`config.mk`:
```
export PLATFORM = sky130hd
export DESIGN_NAME = adsr_envelope_voice_gain_flat
export DESIGN_NICKNAME = d
export VERILOG_FILES = /design/src/rtl/adsr_pkg.sv /design/src/rtl/adsr_in_if.sv /design/src/rtl/adsr_out_if.sv /design/src/rtl/adsr_envelope_voice_gain.sv /design/src/rtl/adsr_regs.sv /design/src/rtl/adsr_ctrl.sv /design/src/rtl/adsr_dp.sv /design/src/flat_wrapper.sv
export VERILOG_INCLUDE_DIRS = /design/src /design/src/rtl
export SDC_FILE = /design/constraint.sdc
export NUM_CORES = 2
export LEC_CHECK = 0
export ABC_CLOCK_PERIOD_IN_PS = 11600
export BUFFER_PORTS_ARGS = -buffer_cell sky130_fd_sc_hd__buf_2
export CAP_MARGIN = 40
export CELL_PAD_IN_SITES_DETAIL_PLACEMENT = 0
export CELL_PAD_IN_SITES_GLOBAL_PLACEMENT = 1
export CORE_MARGIN = 2
export CORE_UTILIZATION = 51
export CTS_CLUSTER_DIAMETER = 60
export CTS_CLUSTER_SIZE = 12
export DETAILED_ROUTE_END_ITERATION = 12
export PLACE_DENSITY = 0.86
export SETUP_SLACK_MARGIN = 0.4
export SKIP_CTS_REPAIR_TIMING = 1
export SYNTH_ARGS = -nofsm -noshare
export SYNTH_HDL_FRONTEND = slang
export SYNTH_SLANG_ARGS = --single-unit
```
`constraint.sdc`:
```
create_clock -name clk -period 11.6 [get_ports clk]
set_input_delay 0.58 -clock clk [delete_from_list [all_inputs] [get_ports clk]]
set_output_delay 0.58 -clock clk [all_outputs]
set_load 0.01 [all_outputs]
```
`src/rtl/adsr_envelope_voice_gain_assert.svh`:
```
// Assertion macros shared by the envelope voice RTL.
`ifndef ADSR_ENVELOPE_VOICE_GAIN_ASSERT_SVH
`define ADSR_ENVELOPE_VOICE_GAIN_ASSERT_SVH

`ifndef ASSERT_OFF
// same-cycle implication
`define ADSR_ASSERT(lbl, clk, rst_n, ante, cons) \
	lbl: assert property (@(posedge clk) disable iff (!rst_n) (ante) |-> (cons)) \
		else $error("adsr assertion failed");
// next-cycle implication
`define ADSR_ASSERT_NXT(lbl, clk, rst_n, ante, cons) \
	lbl: assert property (@(posedge clk) disable iff (!rst_n) (ante) |=> (cons)) \
		else $error("adsr assertion failed");
`else
`define ADSR_ASSERT(lbl, clk, rst_n, ante, cons)
`define ADSR_ASSERT_NXT(lbl, clk, rst_n, ante, cons)
`endif

`endif

```
`src/rtl/adsr_pkg.sv`:
```
// Shared types and constants for the ADSR envelope voice.
package adsr_pkg;

	// field widths
	localparam int WAVE_W  = 16;
	localparam int LEN_W   = 16;
	localparam int GAIN_W  = 17;
	localparam int MODE_W  = 2;
	localparam int DATA_W  = 32;
	localparam int PADDR_W = 5;

	localparam int COUNT_BITS_DEF = 24;

	// Q1.16 unity
	localparam logic [GAIN_W-1:0] Q_ONE = 17'd65536;

	// shared multiplier and restoring divider
	localparam int MUL_W     = 21;
	localparam int PROD_W    = 2 * MUL_W;
	localparam int DIV_STEPS = 17;
	localparam int DIVC_W    = $clog2(DIV_STEPS);

	// envelope modes
	localparam logic [MODE_W-1:0] MODE_HOLD    = 2'd0;
	localparam logic [MODE_W-1:0] MODE_NO_HOLD = 2'd1;

	// register reset values
	localparam logic [LEN_W-1:0]  RST_ATTACK  = 16'd480;
	localparam logic [LEN_W-1:0]  RST_DECAY   = 16'd480;
	localparam logic [GAIN_W-1:0] RST_SUSTAIN = 17'd32768;
	localparam logic [LEN_W-1:0]  RST_RELEASE = 16'd10000;
	localparam logic [MODE_W-1:0] RST_MODE    = MODE_HOLD;
	localparam logic [GAIN_W-1:0] RST_VOLUME  = 17'd65536;
	localparam logic [GAIN_W-1:0] RST_PAN     = 17'd46341;

	// register map, word index
	typedef enum logic [2:0] {
		REG_ATTACK  = 3'd0,
		REG_DECAY   = 3'd1,
		REG_SUSTAIN = 3'd2,
		REG_RELEASE = 3'd3,
		REG_MODE    = 3'd4,
		REG_VOLUME  = 3'd5,
		REG_LEFT    = 3'd6,
		REG_RIGHT   = 3'd7
	} reg_idx_t;

	typedef struct packed {
		logic [LEN_W-1:0]  attack_len;
		logic [LEN_W-1:0]  decay_len;
		logic [GAIN_W-1:0] sustain_level;
		logic [LEN_W-1:0]  release_len;
		logic [MODE_W-1:0] envelope_mode;
		logic [GAIN_W-1:0] volume_gain;
		logic [GAIN_W-1:0] left_gain;
		logic [GAIN_W-1:0] right_gain;
	} cfg_t;

	// datapath operations issued by the controller
	typedef enum logic [3:0] {
		OP_NONE,
		OP_PREP,
		OP_MULN,
		OP_DIV,
		OP_LVL,
		OP_G1,
		OP_G2,
		OP_GL,
		OP_GR,
		OP_WL,
		OP_WR,
		OP_FIN
	} op_t;

	// datapath status back to the controller
	typedef struct packed {
		logic live;
		logic use_div;
		logic out_busy;
	} dp_sts_t;

endpackage

```
`src/rtl/adsr_in_if.sv`:
```
// Input request channel: one oscillator sample with note controls.
interface adsr_in_if import adsr_pkg::*; ();
	logic                     valid;
	logic                     ready;
	logic signed [WAVE_W-1:0] wave_sample;
	logic                     gate;
	logic [GAIN_W-1:0]        velocity;
	logic                     note_on;

	modport source (output valid, wave_sample, gate, velocity, note_on, input ready);
	modport sink (input valid, wave_sample, gate, velocity, note_on, output ready);
endinterface

```
`src/rtl/adsr_out_if.sv`:
```
// Result request channel: stereo pair, envelope level and done flag.
interface adsr_out_if import adsr_pkg::*; ();
	logic                     valid;
	logic                     ready;
	logic signed [WAVE_W-1:0] left_out;
	logic signed [WAVE_W-1:0] right_out;
	logic [GAIN_W-1:0]        envelope_level;
	logic                     voice_done;

	modport source (output valid, left_out, right_out, envelope_level, voice_done,
		input ready);
	modport sink (input valid, left_out, right_out, envelope_level, voice_done,
		output ready);
endinterface

```
`src/rtl/adsr_envelope_voice_gain.sv`:
```
// ADSR envelope voice gain stage, top level.
// Ramp segments run each request through the 17-step restoring divider and 7 shared-multiplier
// steps; flat segments skip the divider, and an idle voice skips the divider and the gain steps.
// One request at a time holds the divider and single multiplier; a new one waits for idle.
// Reset (arst_n, async low): registers take their defaults, voice idle, counters cleared.
`include "adsr_envelope_voice_gain_assert.svh"
module adsr_envelope_voice_gain import adsr_pkg::*; #(
	parameter int COUNT_BITS = COUNT_BITS_DEF
) (
	input  logic               clk,
	input  logic               arst_n,
	adsr_in_if.sink            sample,
	adsr_out_if.source         result,
	input  logic               psel,
	input  logic               penable,
	input  logic               pwrite,
	input  logic [PADDR_W-1:0] paddr,
	input  logic [DATA_W-1:0]  pwdata,
	output logic [DATA_W-1:0]  prdata,
	output logic               pready
);

	cfg_t    cfg;
	op_t     op;
	dp_sts_t sts;

	// configuration registers
	adsr_regs u_regs (
		.clk     (clk),
		.arst_n  (arst_n),
		.psel    (psel),
		.penable (penable),
		.pwrite  (pwrite),
		.paddr   (paddr),
		.pwdata  (pwdata),
		.prdata  (prdata),
		.pready  (pready),
		.cfg     (cfg)
	);

	// sequencer
	adsr_ctrl u_ctrl (
		.clk      (clk),
		.arst_n   (arst_n),
		.in_valid (sample.valid),
		.in_ready (sample.ready),
		.sts      (sts),
		.op       (op)
	);

	// datapath
	adsr_dp #(
		.COUNT_BITS (COUNT_BITS)
	) u_dp (
		.clk            (clk),
		.arst_n         (arst_n),
		.op             (op),
		.cfg            (cfg),
		.wave_sample    (sample.wave_sample),
		.gate           (sample.gate),
		.velocity       (sample.velocity),
		.note_on        (sample.note_on),
		.out_ready      (result.ready),
		.out_valid      (result.valid),
		.left_out       (result.left_out),
		.right_out      (result.right_out),
		.envelope_level (result.envelope_level),
		.voice_done     (result.voice_done),
		.sts            (sts)
	);

	// one request in flight: ready drops right after an accept
	`ADSR_ASSERT_NXT(a_one_in_flight, clk, arst_n, sample.valid && sample.ready, !sample.ready)
	// a silent envelope gives silent outputs
	`ADSR_ASSERT(a_zero_level_silent, clk, arst_n, result.valid && (result.envelope_level == '0), (result.left_out == '0) && (result.right_out == '0))
	// envelope never exceeds unity
	`ADSR_ASSERT(a_level_range, clk, arst_n, result.valid, result.envelope_level <= Q_ONE)

endmodule

```
`src/rtl/adsr_regs.sv`:
```
// APB-style configuration register file.
module adsr_regs import adsr_pkg::*; (
	input  logic               clk,
	input  logic               arst_n,
	input  logic               psel,
	input  logic               penable,
	input  logic               pwrite,
	input  logic [PADDR_W-1:0] paddr,
	input  logic [DATA_W-1:0]  pwdata,
	output logic [DATA_W-1:0]  prdata,
	output logic               pready,
	output cfg_t               cfg
);

	cfg_t     cfg_q;
	reg_idx_t idx;
	logic     wr_en;

	assign idx    = reg_idx_t'(paddr[PADDR_W-1:2]);
	assign wr_en  = psel && penable && pwrite;
	assign pready = 1'b1;
	assign cfg    = cfg_q;

	// register writes
	always_ff @(posedge clk or negedge arst_n) begin
		if (!arst_n) begin
			cfg_q.attack_len    <= RST_ATTACK;
			cfg_q.decay_len     <= RST_DECAY;
			cfg_q.sustain_level <= RST_SUSTAIN;
			cfg_q.release_len   <= RST_RELEASE;
			cfg_q.envelope_mode <= RST_MODE;
			cfg_q.volume_gain   <= RST_VOLUME;
			cfg_q.left_gain     <= RST_PAN;
			cfg_q.right_gain    <= RST_PAN;
		end else if (wr_en) begin
			case (idx)
				REG_ATTACK:  cfg_q.attack_len    <= pwdata[LEN_W-1:0];
				REG_DECAY:   cfg_q.decay_len     <= pwdata[LEN_W-1:0];
				REG_SUSTAIN: cfg_q.sustain_level <= pwdata[GAIN_W-1:0];
				REG_RELEASE: cfg_q.release_len   <= pwdata[LEN_W-1:0];
				REG_MODE:    cfg_q.envelope_mode <= pwdata[MODE_W-1:0];
				REG_VOLUME:  cfg_q.volume_gain   <= pwdata[GAIN_W-1:0];
				REG_LEFT:    cfg_q.left_gain     <= pwdata[GAIN_W-1:0];
				REG_RIGHT:   cfg_q.right_gain    <= pwdata[GAIN_W-1:0];
				default: ;
			endcase
		end
	end

	// read mux
	always_comb begin
		case (idx)
			REG_ATTACK:  prdata = DATA_W'(cfg_q.attack_len);
			REG_DECAY:   prdata = DATA_W'(cfg_q.decay_len);
			REG_SUSTAIN: prdata = DATA_W'(cfg_q.sustain_level);
			REG_RELEASE: prdata = DATA_W'(cfg_q.release_len);
			REG_MODE:    prdata = DATA_W'(cfg_q.envelope_mode);
			REG_VOLUME:  prdata = DATA_W'(cfg_q.volume_gain);
			REG_LEFT:    prdata = DATA_W'(cfg_q.left_gain);
			REG_RIGHT:   prdata = DATA_W'(cfg_q.right_gain);
			default:     prdata = '0;
		endcase
	end

endmodule

```
`src/rtl/adsr_ctrl.sv`:
```
// Controller state machine sequencing the envelope datapath.
module adsr_ctrl import adsr_pkg::*; (
	input  logic    clk,
	input  logic    arst_n,
	input  logic    in_valid,
	output logic    in_ready,
	input  dp_sts_t sts,
	output op_t     op
);

	typedef enum logic [11:0] {
		S_IDLE = 12'b0000_0000_0001,
		S_MULN = 12'b0000_0000_0010,
		S_DIV  = 12'b0000_0000_0100,
		S_LVL  = 12'b0000_0000_1000,
		S_G1   = 12'b0000_0001_0000,
		S_G2   = 12'b0000_0010_0000,
		S_GL   = 12'b0000_0100_0000,
		S_GR   = 12'b0000_1000_0000,
		S_WL   = 12'b0001_0000_0000,
		S_WR   = 12'b0010_0000_0000,
		S_FIN  = 12'b0100_0000_0000,
		S_SPARE_NONE = 12'b1000_0000_0000
	} state_t;

	state_t              state_q, state_nx;
	logic [DIVC_W-1:0]   div_cnt_q;
	logic                div_last;

	assign div_last = (div_cnt_q == DIVC_W'(DIV_STEPS - 1));
	assign in_ready = (state_q == S_IDLE);

	// next state and operation
	always_comb begin
		state_nx = state_q;
		op       = OP_NONE;
		case (state_q)
			S_IDLE: begin
				if (in_valid) begin
					op       = OP_PREP;
					state_nx = S_MULN;
				end
			end
			S_MULN: begin
				op = OP_MULN;
				if (!sts.live)
					state_nx = S_FIN;
				else if (!sts.use_div)
					state_nx = S_LVL;
				else
					state_nx = S_DIV;
			end
			S_DIV: begin
				op = OP_DIV;
				if (div_last)
					state_nx = S_LVL;
			end
			S_LVL: begin
				op       = OP_LVL;
				state_nx = S_G1;
			end
			S_G1: begin
				op       = OP_G1;
				state_nx = S_G2;
			end
			S_G2: begin
				op       = OP_G2;
				state_nx = S_GL;
			end
			S_GL: begin
				op       = OP_GL;
				state_nx = S_GR;
			end
			S_GR: begin
				op       = OP_GR;
				state_nx = S_WL;
			end
			S_WL: begin
				op       = OP_WL;
				state_nx = S_WR;
			end
			S_WR: begin
				op       = OP_WR;
				state_nx = S_FIN;
			end
			S_FIN: begin
				if (!sts.out_busy) begin
					op       = OP_FIN;
					state_nx = S_IDLE;
				end
			end
			default: state_nx = S_IDLE;
		endcase
	end

	// state and divide step counter
	always_ff @(posedge clk or negedge arst_n) begin
		if (!arst_n) begin
			state_q   <= S_IDLE;
			div_cnt_q <= '0;
		end else begin
			state_q <= state_nx;
			if (state_q == S_DIV)
				div_cnt_q <= div_cnt_q + 1'b1;
			else
				div_cnt_q <= '0;
		end
	end

endmodule

```
`src/rtl/adsr_dp.sv`:
```
// Envelope datapath: voice state, divider, shared multiplier, output register.
module adsr_dp import adsr_pkg::*; #(
	parameter int COUNT_BITS = COUNT_BITS_DEF
) (
	input  logic                     clk,
	input  logic                     arst_n,
	input  op_t                      op,
	input  cfg_t                     cfg,
	input  logic signed [WAVE_W-1:0] wave_sample,
	input  logic                     gate,
	input  logic [GAIN_W-1:0]        velocity,
	input  logic                     note_on,
	input  logic                     out_ready,
	output logic                     out_valid,
	output logic signed [WAVE_W-1:0] left_out,
	output logic signed [WAVE_W-1:0] right_out,
	output logic [GAIN_W-1:0]        envelope_level,
	output logic                     voice_done,
	output dp_sts_t                  sts
);

	localparam int XW = COUNT_BITS + 1;
	localparam int QW = PROD_W - 16;
	localparam logic [COUNT_BITS-1:0] CNT_MAX = '1;
	localparam logic signed [QW-1:0] SAT_HI = QW'(32767);
	localparam logic signed [QW-1:0] SAT_LO = -QW'(32768);

	// saturate floor(p / 65536) to 16 bits
	function automatic logic signed [WAVE_W-1:0] sat16(input logic signed [PROD_W-1:0] p);
		logic signed [QW-1:0] q;
		q = $signed(p[PROD_W-1:16]);
		if (q > SAT_HI)
			sat16 = 16'sh7fff;
		else if (q < SAT_LO)
			sat16 = -16'sh8000;
		else
			sat16 = q[WAVE_W-1:0];
	endfunction

	// voice state
	logic [COUNT_BITS-1:0] cnt_q, rs_q;
	logic                  gsl_q, active_q;
	// per-item control flags
	logic live_q, done_q, use_div_q, sub_q, out_valid_q;
	// per-item payload
	logic signed [WAVE_W-1:0] w_q;
	logic [GAIN_W-1:0]        vel_q, mul_a_q, mul_b_q, direct_q, level_q, sh_q;
	logic [LEN_W-1:0]         den_q, rem_q;
	logic signed [PROD_W-1:0] prod_q;
	logic [MUL_W-1:0]         g2_q, gp_q;
	logic signed [WAVE_W-1:0] lsat_q, left_q, right_q;
	logic [GAIN_W-1:0]        lvl_out_q;
	logic                     done_out_q;

	// prep signals
	logic                  act, gsl0, gsl1, fall, hold, in_rel, done;
	logic [COUNT_BITS-1:0] t, rs0, rs1, u, c, ta_diff;
	logic [GAIN_W-1:0]     s_sat;
	logic [LEN_W:0]        ad;
	logic [LEN_W+1:0]      adr;
	logic [XW-1:0]         t_x, a_x, ad_x, r_x, adr_x, u_x, c_x, cr_x;
	logic [GAIN_W-1:0]     p_mul_a, p_mul_b, p_direct;
	logic [LEN_W-1:0]      p_den;
	logic                  p_div, p_sub;

	// ---- item setup: note-on, gate latch, segment select, end test ----
	always_comb begin
		act   = note_on || active_q;
		t     = note_on ? '0 : cnt_q;
		rs0   = note_on ? '0 : rs_q;
		gsl0  = !note_on && gsl_q;
		fall  = !gate && !gsl0;
		gsl1  = gsl0 || !gate;
		rs1   = fall ? t : rs0;
		s_sat = (cfg.sustain_level > Q_ONE) ? Q_ONE : cfg.sustain_level;
		ad    = {1'b0, cfg.attack_len} + {1'b0, cfg.decay_len};
		adr   = {1'b0, ad} + {2'b0, cfg.release_len};
		t_x   = {1'b0, t};
		a_x   = XW'(cfg.attack_len);
		ad_x  = XW'(ad);
		r_x   = XW'(cfg.release_len);
		adr_x = XW'(adr);
		hold  = (cfg.envelope_mode == MODE_HOLD);
		in_rel = hold ? gsl1 : (t_x > ad_x);
		u     = hold ? (t - rs1) : (t - ad_x[COUNT_BITS-1:0]);
		u_x   = {1'b0, u};
		ta_diff = t - a_x[COUNT_BITS-1:0];

		p_mul_a  = '0;
		p_mul_b  = '0;
		p_den    = '0;
		p_direct = '0;
		p_div    = 1'b0;
		p_sub    = 1'b0;
		if (in_rel) begin
			// release ramp, zero once past its length
			if (u_x < r_x) begin
				p_mul_a = s_sat;
				p_mul_b = {1'b0, cfg.release_len - u[LEN_W-1:0]};
				p_den   = cfg.release_len;
				p_div   = 1'b1;
			end
		end else if (t_x <= a_x) begin
			// attack ramp; zero length gives full level
			if (cfg.attack_len == '0) begin
				p_direct = Q_ONE;
			end else begin
				p_mul_a = {1'b0, t[LEN_W-1:0]};
				p_mul_b = Q_ONE;
				p_den   = cfg.attack_len;
				p_div   = 1'b1;
			end
		end else if (t_x <= ad_x) begin
			// decay ramp from full to sustain
			p_mul_a = Q_ONE - s_sat;
			p_mul_b = {1'b0, ta_diff[LEN_W-1:0]};
			p_den   = cfg.decay_len;
			p_div   = 1'b1;
			p_sub   = 1'b1;
		end else begin
			p_direct = s_sat;
		end

		// saturating count and end-of-voice test
		c    = (t == CNT_MAX) ? CNT_MAX : t + 1'b1;
		c_x  = {1'b0, c};
		cr_x = {1'b0, c - rs1};
		case (cfg.envelope_mode)
			MODE_HOLD:    done = gsl1 && (cr_x >= r_x);
			MODE_NO_HOLD: done = c_x >= adr_x;
			default:      done = c_x >= r_x;
		endcase
	end

	// ---- shared multiplier operand select ----
	logic signed [MUL_W-1:0]  mx, my;
	logic signed [PROD_W-1:0] prod;
	logic [MUL_W-1:0]         prod_hi;

	assign prod_hi = prod_q[MUL_W+15:16];

	always_comb begin
		case (op)
			OP_G1: begin
				mx = $signed(MUL_W'(level_q));
				my = $signed(MUL_W'(vel_q));
			end
			OP_G2: begin
				mx = $signed(prod_hi);
				my = $signed(MUL_W'(cfg.volume_gain));
			end
			OP_GL: begin
				mx = $signed(prod_hi);
				my = $signed(MUL_W'(cfg.left_gain));
			end
			OP_GR: begin
				mx = $signed(g2_q);
				my = $signed(MUL_W'(cfg.right_gain));
			end
			OP_WL, OP_WR: begin
				mx = MUL_W'(w_q);
				my = $signed(gp_q);
			end
			default: begin
				mx = $signed(MUL_W'(mul_a_q));
				my = $signed(MUL_W'(mul_b_q));
			end
		endcase
		prod = mx * my;
	end

	// ---- restoring divider step ----
	logic [LEN_W:0] trial, trial_sub;
	logic           ge;

	assign trial     = {rem_q, sh_q[GAIN_W-1]};
	assign ge        = (trial >= {1'b0, den_q});
	assign trial_sub = trial - {1'b0, den_q};

	// ---- voice state and per-item flags ----
	always_ff @(posedge clk or negedge arst_n) begin
		if (!arst_n) begin
			cnt_q       <= '0;
			rs_q        <= '0;
			gsl_q       <= 1'b0;
			active_q    <= 1'b0;
			live_q      <= 1'b0;
			done_q      <= 1'b0;
			use_div_q   <= 1'b0;
			sub_q       <= 1'b0;
			out_valid_q <= 1'b0;
		end else begin
			if (op == OP_PREP) begin
				live_q    <= act;
				done_q    <= act && done;
				use_div_q <= p_div;
				sub_q     <= p_sub;
				if (act) begin
					cnt_q    <= c;
					rs_q     <= rs1;
					gsl_q    <= gsl1;
					active_q <= !done;
				end
			end
			if (op == OP_FIN)
				out_valid_q <= 1'b1;
			else if (out_ready)
				out_valid_q <= 1'b0;
		end
	end

	// ---- payload registers ----
	always_ff @(posedge clk) begin
		case (op)
			OP_PREP: begin
				w_q      <= wave_sample;
				vel_q    <= velocity;
				mul_a_q  <= p_mul_a;
				mul_b_q  <= p_mul_b;
				den_q    <= p_den;
				direct_q <= p_direct;
			end
			OP_MULN: begin
				rem_q <= {1'b0, prod[31:17]};
				sh_q  <= prod[16:0];
			end
			OP_DIV: begin
				rem_q <= ge ? trial_sub[LEN_W-1:0] : trial[LEN_W-1:0];
				sh_q  <= {sh_q[GAIN_W-2:0], ge};
			end
			OP_LVL: begin
				if (!use_div_q)
					level_q <= direct_q;
				else if (sub_q)
					level_q <= Q_ONE - sh_q;
				else
					level_q <= sh_q;
			end
			OP_G1, OP_G2: prod_q <= prod;
			OP_GL: begin
				prod_q <= prod;
				g2_q   <= prod_hi;
			end
			OP_GR, OP_WL: begin
				// gp_q takes the left pan gain, then the right
				prod_q <= prod;
				gp_q   <= prod_hi;
			end
			OP_WR: begin
				prod_q <= prod;
				lsat_q <= sat16(prod_q);
			end
			OP_FIN: begin
				left_q     <= live_q ? lsat_q : '0;
				right_q    <= live_q ? sat16(prod_q) : '0;
				lvl_out_q  <= live_q ? level_q : '0;
				done_out_q <= done_q;
			end
			default: ;
		endcase
	end

	assign out_valid      = out_valid_q;
	assign left_out       = left_q;
	assign right_out      = right_q;
	assign envelope_level = lvl_out_q;
	assign voice_done     = done_out_q;

	assign sts.live     = live_q;
	assign sts.use_div  = use_div_q;
	assign sts.out_busy = out_valid_q && !out_ready;

endmodule
```
`src/flat_wrapper.sv`:
```
// flat-port wrapper written by rule: the top's interface ports become plain ports
module adsr_envelope_voice_gain_flat import adsr_pkg::*;
#(
	parameter int COUNT_BITS = COUNT_BITS_DEF
)
  (clk, arst_n, psel, penable, pwrite, paddr, pwdata, prdata, pready, sample_valid, sample_wave_sample, sample_gate, sample_velocity, sample_note_on, sample_ready, result_valid, result_left_out, result_right_out, result_envelope_level, result_voice_done, result_ready);
  adsr_in_if sample_i ();
  adsr_out_if result_i ();
  input  logic clk;
  input  logic arst_n;
  input  logic psel;
  input  logic penable;
  input  logic pwrite;
  input  logic [PADDR_W-1:0] paddr;
  input  logic [DATA_W-1:0] pwdata;
  output logic [DATA_W-1:0] prdata;
  output logic pready;
  input wire logic [$bits(sample_i.valid)-1:0] sample_valid;
  input wire logic [$bits(sample_i.wave_sample)-1:0] sample_wave_sample;
  input wire logic [$bits(sample_i.gate)-1:0] sample_gate;
  input wire logic [$bits(sample_i.velocity)-1:0] sample_velocity;
  input wire logic [$bits(sample_i.note_on)-1:0] sample_note_on;
  output wire logic [$bits(sample_i.ready)-1:0] sample_ready;
  output wire logic [$bits(result_i.valid)-1:0] result_valid;
  output wire logic [$bits(result_i.left_out)-1:0] result_left_out;
  output wire logic [$bits(result_i.right_out)-1:0] result_right_out;
  output wire logic [$bits(result_i.envelope_level)-1:0] result_envelope_level;
  output wire logic [$bits(result_i.voice_done)-1:0] result_voice_done;
  input wire logic [$bits(result_i.ready)-1:0] result_ready;
  assign sample_i.valid = sample_valid;
  assign sample_i.wave_sample = sample_wave_sample;
  assign sample_i.gate = sample_gate;
  assign sample_i.velocity = sample_velocity;
  assign sample_i.note_on = sample_note_on;
  assign sample_ready = sample_i.ready;
  assign result_valid = result_i.valid;
  assign result_left_out = result_i.left_out;
  assign result_right_out = result_i.right_out;
  assign result_envelope_level = result_i.envelope_level;
  assign result_voice_done = result_i.voice_done;
  assign result_i.ready = result_ready;
  adsr_envelope_voice_gain #(.COUNT_BITS(COUNT_BITS)) u_core (.clk(clk), .arst_n(arst_n), .sample(sample_i), .result(result_i), .psel(psel), .penable(penable), .pwrite(pwrite), .paddr(paddr), .pwdata(pwdata), .prdata(prdata), .pready(pready));
endmodule
```
# After elaboration in Yosys (flattened, before gate mapping)
# Index checks and enable logic that the tools add are counted.
[op_classes] add_sub_neg=12 mul=1 n_lt_le_gt_ge=11 eq_ne=35 mux=55 n_reduce_logical=33
[op_table] operator="32-bit case mux with 8 select lines" n=1
[op_table] operator="17-bit 2-to-1 mux" n=13
[op_table] operator="16-bit 2-to-1 mux" n=11
[op_table] operator="12-bit case mux with 11 select lines" n=1
[op_table] operator="24-bit 2-to-1 mux" n=5
[op_table] operator="21-bit case mux with 5 select lines" n=1
[op_table] operator="21-bit case mux with 4 select lines" n=1
[op_table] operator="24-bit by 16-bit >= comparator with 1-bit output" n=2
[op_table] operator="16-bit subtractor" n=3
[op_table] operator="24-bit subtractor" n=2
[op_table] operator="4-bit case mux with 11 select lines" n=1
[op_table] operator="21-bit by 21-bit multiplier with 42-bit output" n=1
[op_table] operator="12-bit 2-to-1 mux" n=3
[op_table] operator="17-bit case mux with 2 select lines" n=1
[op_table] operator="17-bit subtractor (first input constant)" n=2
[op_table] operator="16-bit case mux with 2 select lines" n=1
[op_table] operator="26-bit by 16-bit > comparator with 1-bit output (second input constant)" n=1
[op_table] operator="26-bit by 16-bit less-than comparator with 1-bit output (second input constant)" n=1
[op_table] operator="24-bit by 1-bit adder with 24-bit output (second input constant)" n=1
[op_table] operator="24-bit equality test (second input constant)" n=1
[op_table] operator="24-bit by 18-bit >= comparator with 1-bit output" n=1
[op_table] operator="24-bit by 17-bit > comparator with 1-bit output" n=1
[op_table] operator="24-bit by 16-bit <= comparator with 1-bit output" n=1
[op_table] operator="24-bit by 17-bit <= comparator with 1-bit output" n=1
[op_table] operator="44 further kinds" n=90
[totals] reg_bits=490 input_bits=79 out_inout_bits=85 elab_cells=183

# Depth between registers and ports, before layout
[depth] ltp_word=10 ltp_mapped=40 ltp_nobuf=36

# Cells and area by module
# Synthesis repeated with hierarchy kept, for this count alone.
[hier_totals] cells_unflattened=4993 area_unflattened_um2=47264.1
[modules_own_cells] mod="adsr_dp" n_inst=1 cells_per_inst=4429 area_per_inst_um2=40450.0 seq_area_each_um2=9904.5
[modules_own_cells] mod="adsr_regs" n_inst=1 cells_per_inst=442 area_per_inst_um2=5721.7 seq_area_each_um2=2989.1
[modules_own_cells] mod="adsr_ctrl" n_inst=1 cells_per_inst=122 area_per_inst_um2=1092.3 seq_area_each_um2=401.6

# Worst setup path before layout
# Ideal clock, no wire load.
[synth_timing] kind="register to register" start="register u_core.u_ctrl.state_q[0]" end="register u_core.u_dp.rem_q[14] (data pin)" arrival_ps=9278 required_time_ps=11340 slack_ps=2062 stages_incl_launch_ff=35 cell_sequence="dfstp_2 -> buf_2 -> nor4_1 -> nor3b_2 -> nand2_1 -> nor3b_4 -> clkbuf_1 -> a22oi_1 -> nand3_1 -> nor2_1 -> nor2_4 -> buf_2 -> nand2_1 -> fa_1 -> inv_1 -> fa_1 -> inv_1 -> fa_1 -> inv_1 -> fa_1 -> fa_1 -> fa_1 -> inv_1 -> fa_1 -> inv_1 -> ha_1 -> a21oi_1 -> o21ai_0 -> a221o_1 -> a211o_1 -> a221oi_2 -> o21ai_1 -> a21o_1 -> a311o_1 -> mux2_2"
[synth_via] elab_chain_cells=7 word_cells_on_any_way=26 classes_between="mul: 1; eq/ne: 19; mux: 4; reduce/logical: 2"
[synth_lines] item="start, declared" line="adsr_ctrl.sv:26" text="state_t state_q, state_nx;"
[synth_lines] item="start signal, assigned" line="adsr_ctrl.sv:102" text="state_q <= state_nx;"
[synth_lines] item="12-bit by 11-bit equality test with 1-bit output, or another cell as far along" line="adsr_ctrl.sv:37" text="case (state_q)"
[synth_lines] item="4-bit case mux with 11 select lines (*)" line="adsr_ctrl.sv:37"
[synth_lines] item="4-bit equality test / 4-bit by 3-bit equality test with 1-bit output (equally long branches)" line="adsr_dp.sv:143" text="case (op)"
[synth_lines] item="2-bit OR reduction (on tied branches)"
[synth_lines] item="21-bit case mux with 5 select lines / 21-bit case mux with 4 select lines (equally long branches)" line="adsr_dp.sv:143"
[synth_lines] item="21-bit by 21-bit multiplier with 42-bit output (*)" line="adsr_dp.sv:169" text="prod = mx * my;"
[synth_lines] item="named net u_core.u_dp.prod[31]" line="adsr_dp.sv:137" text="logic signed [PROD_W-1:0] prod;"
[synth_lines] item="16-bit case mux with 2 select lines (*)" line="adsr_dp.sv:214" text="case (op)"
[synth_lines] item="end signal, assigned" line="adsr_dp.sv:224" text="rem_q <= {1'b0, prod[31:17]};"
[synth_lines] item="end signal, assigned" line="adsr_dp.sv:228" text="rem_q <= ge ? trial_sub[LEN_W-1:0] : trial[LEN_W-1:0];"
[synth_lines] item="end, declared" line="adsr_dp.sv:48" text="logic [LEN_W-1:0] den_q, rem_q;"
# The timed path passes the listed nets; every way through them passes the cells marked *.
# A chain may end at the register's enable or synchronous reset.

# Final worst setup path
[layout_timing] start="register u_core.u_ctrl.state_q[1]" end="register u_core.u_dp.rem_q[14] (data pin)"
# Same word-level chain as after synthesis.

==> key figures <==
Floorplan
  – Die X: around 310 µm
  – DIE HEIGHT: 306 µm
  – # IOs: 164
  – Core footprint: between 0.09 and 0.1 mm²
  – Die area: 0.0939 mm²
  – Initial Util: 0.517
  – FP Rows: between 100 and 150

Cells and area
  – Layout Nets: slightly below 6,000
  – Final Cell Area: 0.0505 mm²
  – Commonest non-fill, non-tap cell in the layout: inv_1
  – Layout area overhead: 8.17%
  – Area of the multi-input gates: 0.0299 mm²
  – Register area: between 0.01 and 0.015 mm²
  – Final Util: 0.559
  – Most frequent cells in the layout: inv_1 (718), nand2_1 (606), fa_1 (467)
  – Layout cells sized above 1: 0.108
  – Fill cells: 8,107

Global routing
  – Largest net degree at the start of global routing: between 60 and 70
  – Initial antenna violation count: 2
  – Vias in the first global route: 36,924
  – Global route overflow: 0
  – Total GRT Usage: 0.327
  – First-pass GRT wire length: 229 mm

Placed design
  – RePlAce Congestion: 0.962
  – Dpl cell area: approximately 0.049 mm²
  – Input/output buffers: 130
  – HPWL Detailed: 121 mm

CTS
  – CTS Buffer Depth: 3
  – CTS buffer count: 48
  – TritonCTS clock tree: built
  – Clock slew at reported path FFs: around 0.070 ns
  – Clk_lat worst skew: between 0.6 and 0.7 ns
  – Htree depth: 2
  – Sink Count: 473
  – CTS Root Cell: clkbuf_16

Worst setup path
  – Slowest stage delay, CP: 0.79 ns
  – Most frequent CP cell: fa_1
  – Critical Path Start: u_core.u_ctrl.state_q[1]
  – CP Max Fanout: 44
  – Worst EP required: around 12 ns
  – Worst Setup Start Kind: flip-flop
  – Crit path arrival time: 11.13 ns
  – Slowest cell on crit path: a31oi_2
  – RR Startpoint: u_core.u_ctrl.state_q[1]
  – Worst setup EP type: flip-flop
  – Crit path kind: flip-flop to flip-flop

Synth
  – Yosys warnings: 0
  – Ys async rst share: 0.400
  – FF+latch count, synth: 473
  – Post-Synthesis Cells: just under 5,000
  – Seq/Total Area, Yosys: 0.285
  – Post-Syn Area: between 0.04 and 0.05 mm²
  – Post-synth top area share: 0.200
  – Yosys cell types: 96
  – EDFF count, synth: 284
  – Synth area leader: fa_1
  – Syn Area/Cell: around 9.4 µm²
  – Ranking of synthesized cells by area: fa_1 (20%), edfxtp_1 (18%), ha_1 (8.7%)
  – Main synth FF type: edfxtp_1

Min path
  – Hold Path Origin: sample_velocity[9]
  – Hold Path Class: primary input to flip-flop

Routing
  – Via count: ~37,000
  – ANT nets after route: 0
  – DR pass1 iterations: 9
  – Vias/cell: 5.95
  – Wirelength per Cell: ~24 µm
  – Residual DRC: 0
  – WL final: 152 mm
  – DRT iter0 DRCs: 3,563

STA
  – Max-slew headroom: 0.258
  – Final count of pins violating max slew: 0
  – Achievable Freq: 93.0 MHz
  – Setup Skew: 0.0476 ns
  – RSZ-0062 raised after global routing: no
  – Fin Setup TNS: 0 ns
  – Final cycle utilization of the critical path: 0.927
  – Final setup viols: 0
  – Final hold slack: around 0.12 ns
  – Worst-Margin Slew: about 1.1 ns
  – Endpoints failing hold: 0
  – Period minus WS final: between 10 and 15 ns

Job
  – MaxCap Viol Count: 0

Outcome
  – Status: finished, final reports clean
## per-stage QoR
step | setup WS (ns) | cells
floorplan | 2.06 | 4955
global placement | 1.08 | 6161
detailed placement | 0.938 | 6175
CTS | 0.903 | 6264
global route | 0.453 | 6265
finish | 0.849 | 6266
## per-layer routing
layer | global-route usage | vias to the layer above | wire length (µm)
met5 | 0 | - | 12
met1 | 0.430 | 18448 | 59800
li1 | - | 16799 | -
met2 | 0.527 | 1658 | 70800
met3 | 0.0451 | 346 | 12200
met4 | 0.170 | 2 | 9390
## critical path, delay by kind of cell (launching register included)
| family | cells | cell delay (ns) |
|---|---|---|
| fa+ha+maj | 8 | 3.78 |
| compound gates | 8 | 3.33 |
| simple gates | 6 | 1.58 |
| buf+inv | 5 | 1.03 |
| flops | 1 | 0.45 |
| mux | 1 | 0.28 |
## cell type report
cell class	count	share of cell area
Antenna cell	1	0.0000496
Timing Repair Buffer	241	0.0309
Multi-Input combinational cell	3564	0.593
Inverter	722	0.0538
Clock buffer	81	0.0271
Clock inverter	8	0.00265
Tap cell	1176	0.0292
Sequential cell	473	0.263
## logic make-up (layout without fill, tap and decap cells)
group                      after synthesis  after routing  synth area share
and+or+nand+nor                       1459           1459             0.142
AOI/OAI and AO/OA                      940            940             0.133
buffers and inverters                  918           1052            0.0772
adders and majority gates              791            791             0.287
DFF                                    473            473             0.285
xor gates and xnor gates               184            184            0.0345
muxes                                  174            174            0.0416
other                                    2             17          0.000161
## synthesized netlist by cell type (16+ instances only)
cell type and count:
o22ai_1 23, o21ai_0 245, a31oi_1 46, o21a_1 62, or3_1 21, o211ai_1 28
xnor2_1 117, buf_2 49, inv_1 719, xor2_1 67, a21oi_1 181, a21o_1 73
a211oi_1 17, nor4_1 20, o31ai_1 19, nor2b_1 46, nand3_1 79, edfxtp_1 284
mux2_2 130, nand2_1 606, nor2_1 391, dfstp_2 30, a22oi_1 52, a31o_2 23
a222oi_1 17, mux2i_1 41, ha_1 324, and3_1 16, clkbuf_1 118, buf_4 23
nand4_1 32, or2_2 17, dfrtp_1 159, and2_1 101, fa_1 467, nor3_1 48
o21bai_1 23, nand2b_1 34
## state kept, by name (all words and copies together) (netlist names), 5 cells and up
name	flops
u_core.u_dp.level_q	17
u_core.u_dp.w_q	16
u_core.u_regs.cfg	118
u_core.u_dp.right_out	16
u_core.u_dp.direct_q	17
u_core.u_ctrl.div_cnt_q	5
u_core.u_dp.prod_q	26
u_core.u_dp.g2_q	21
u_core.u_dp.left_out	16
u_core.u_dp.mul_a_q	17
u_core.u_dp.sh_q	17
u_core.u_dp.lsat_q	16
u_core.u_dp.envelope_level	17
u_core.u_dp.rs_q	24
u_core.u_dp.vel_q	17
u_core.u_dp.rem_q	16
u_core.u_dp.mul_b_q	17
u_core.u_dp.gp_q	21
u_core.u_ctrl.state_q	11
u_core.u_dp.cnt_q	24
u_core.u_dp.den_q	16
## final timing paths
kind,slack [ns],cells past startpoint,to
max,0.85,28,u_core.u_dp.rem_q[14]
min,0.12,1,u_core.u_dp.vel_q[9]
max reg2reg,0.85,28,u_core.u_dp.rem_q[14]
min reg2reg,0.47,2,u_core.u_dp.rs_q[18]
max in group asynchronous,10.11,4,u_core.u_ctrl.state_q[0]
min in group asynchronous,0.51,2,u_core.u_regs.cfg[67]
Power is left out: the tool's default activity adds up to more than one toggle a clock period on the data nets, which glitch-free logic cannot reach.
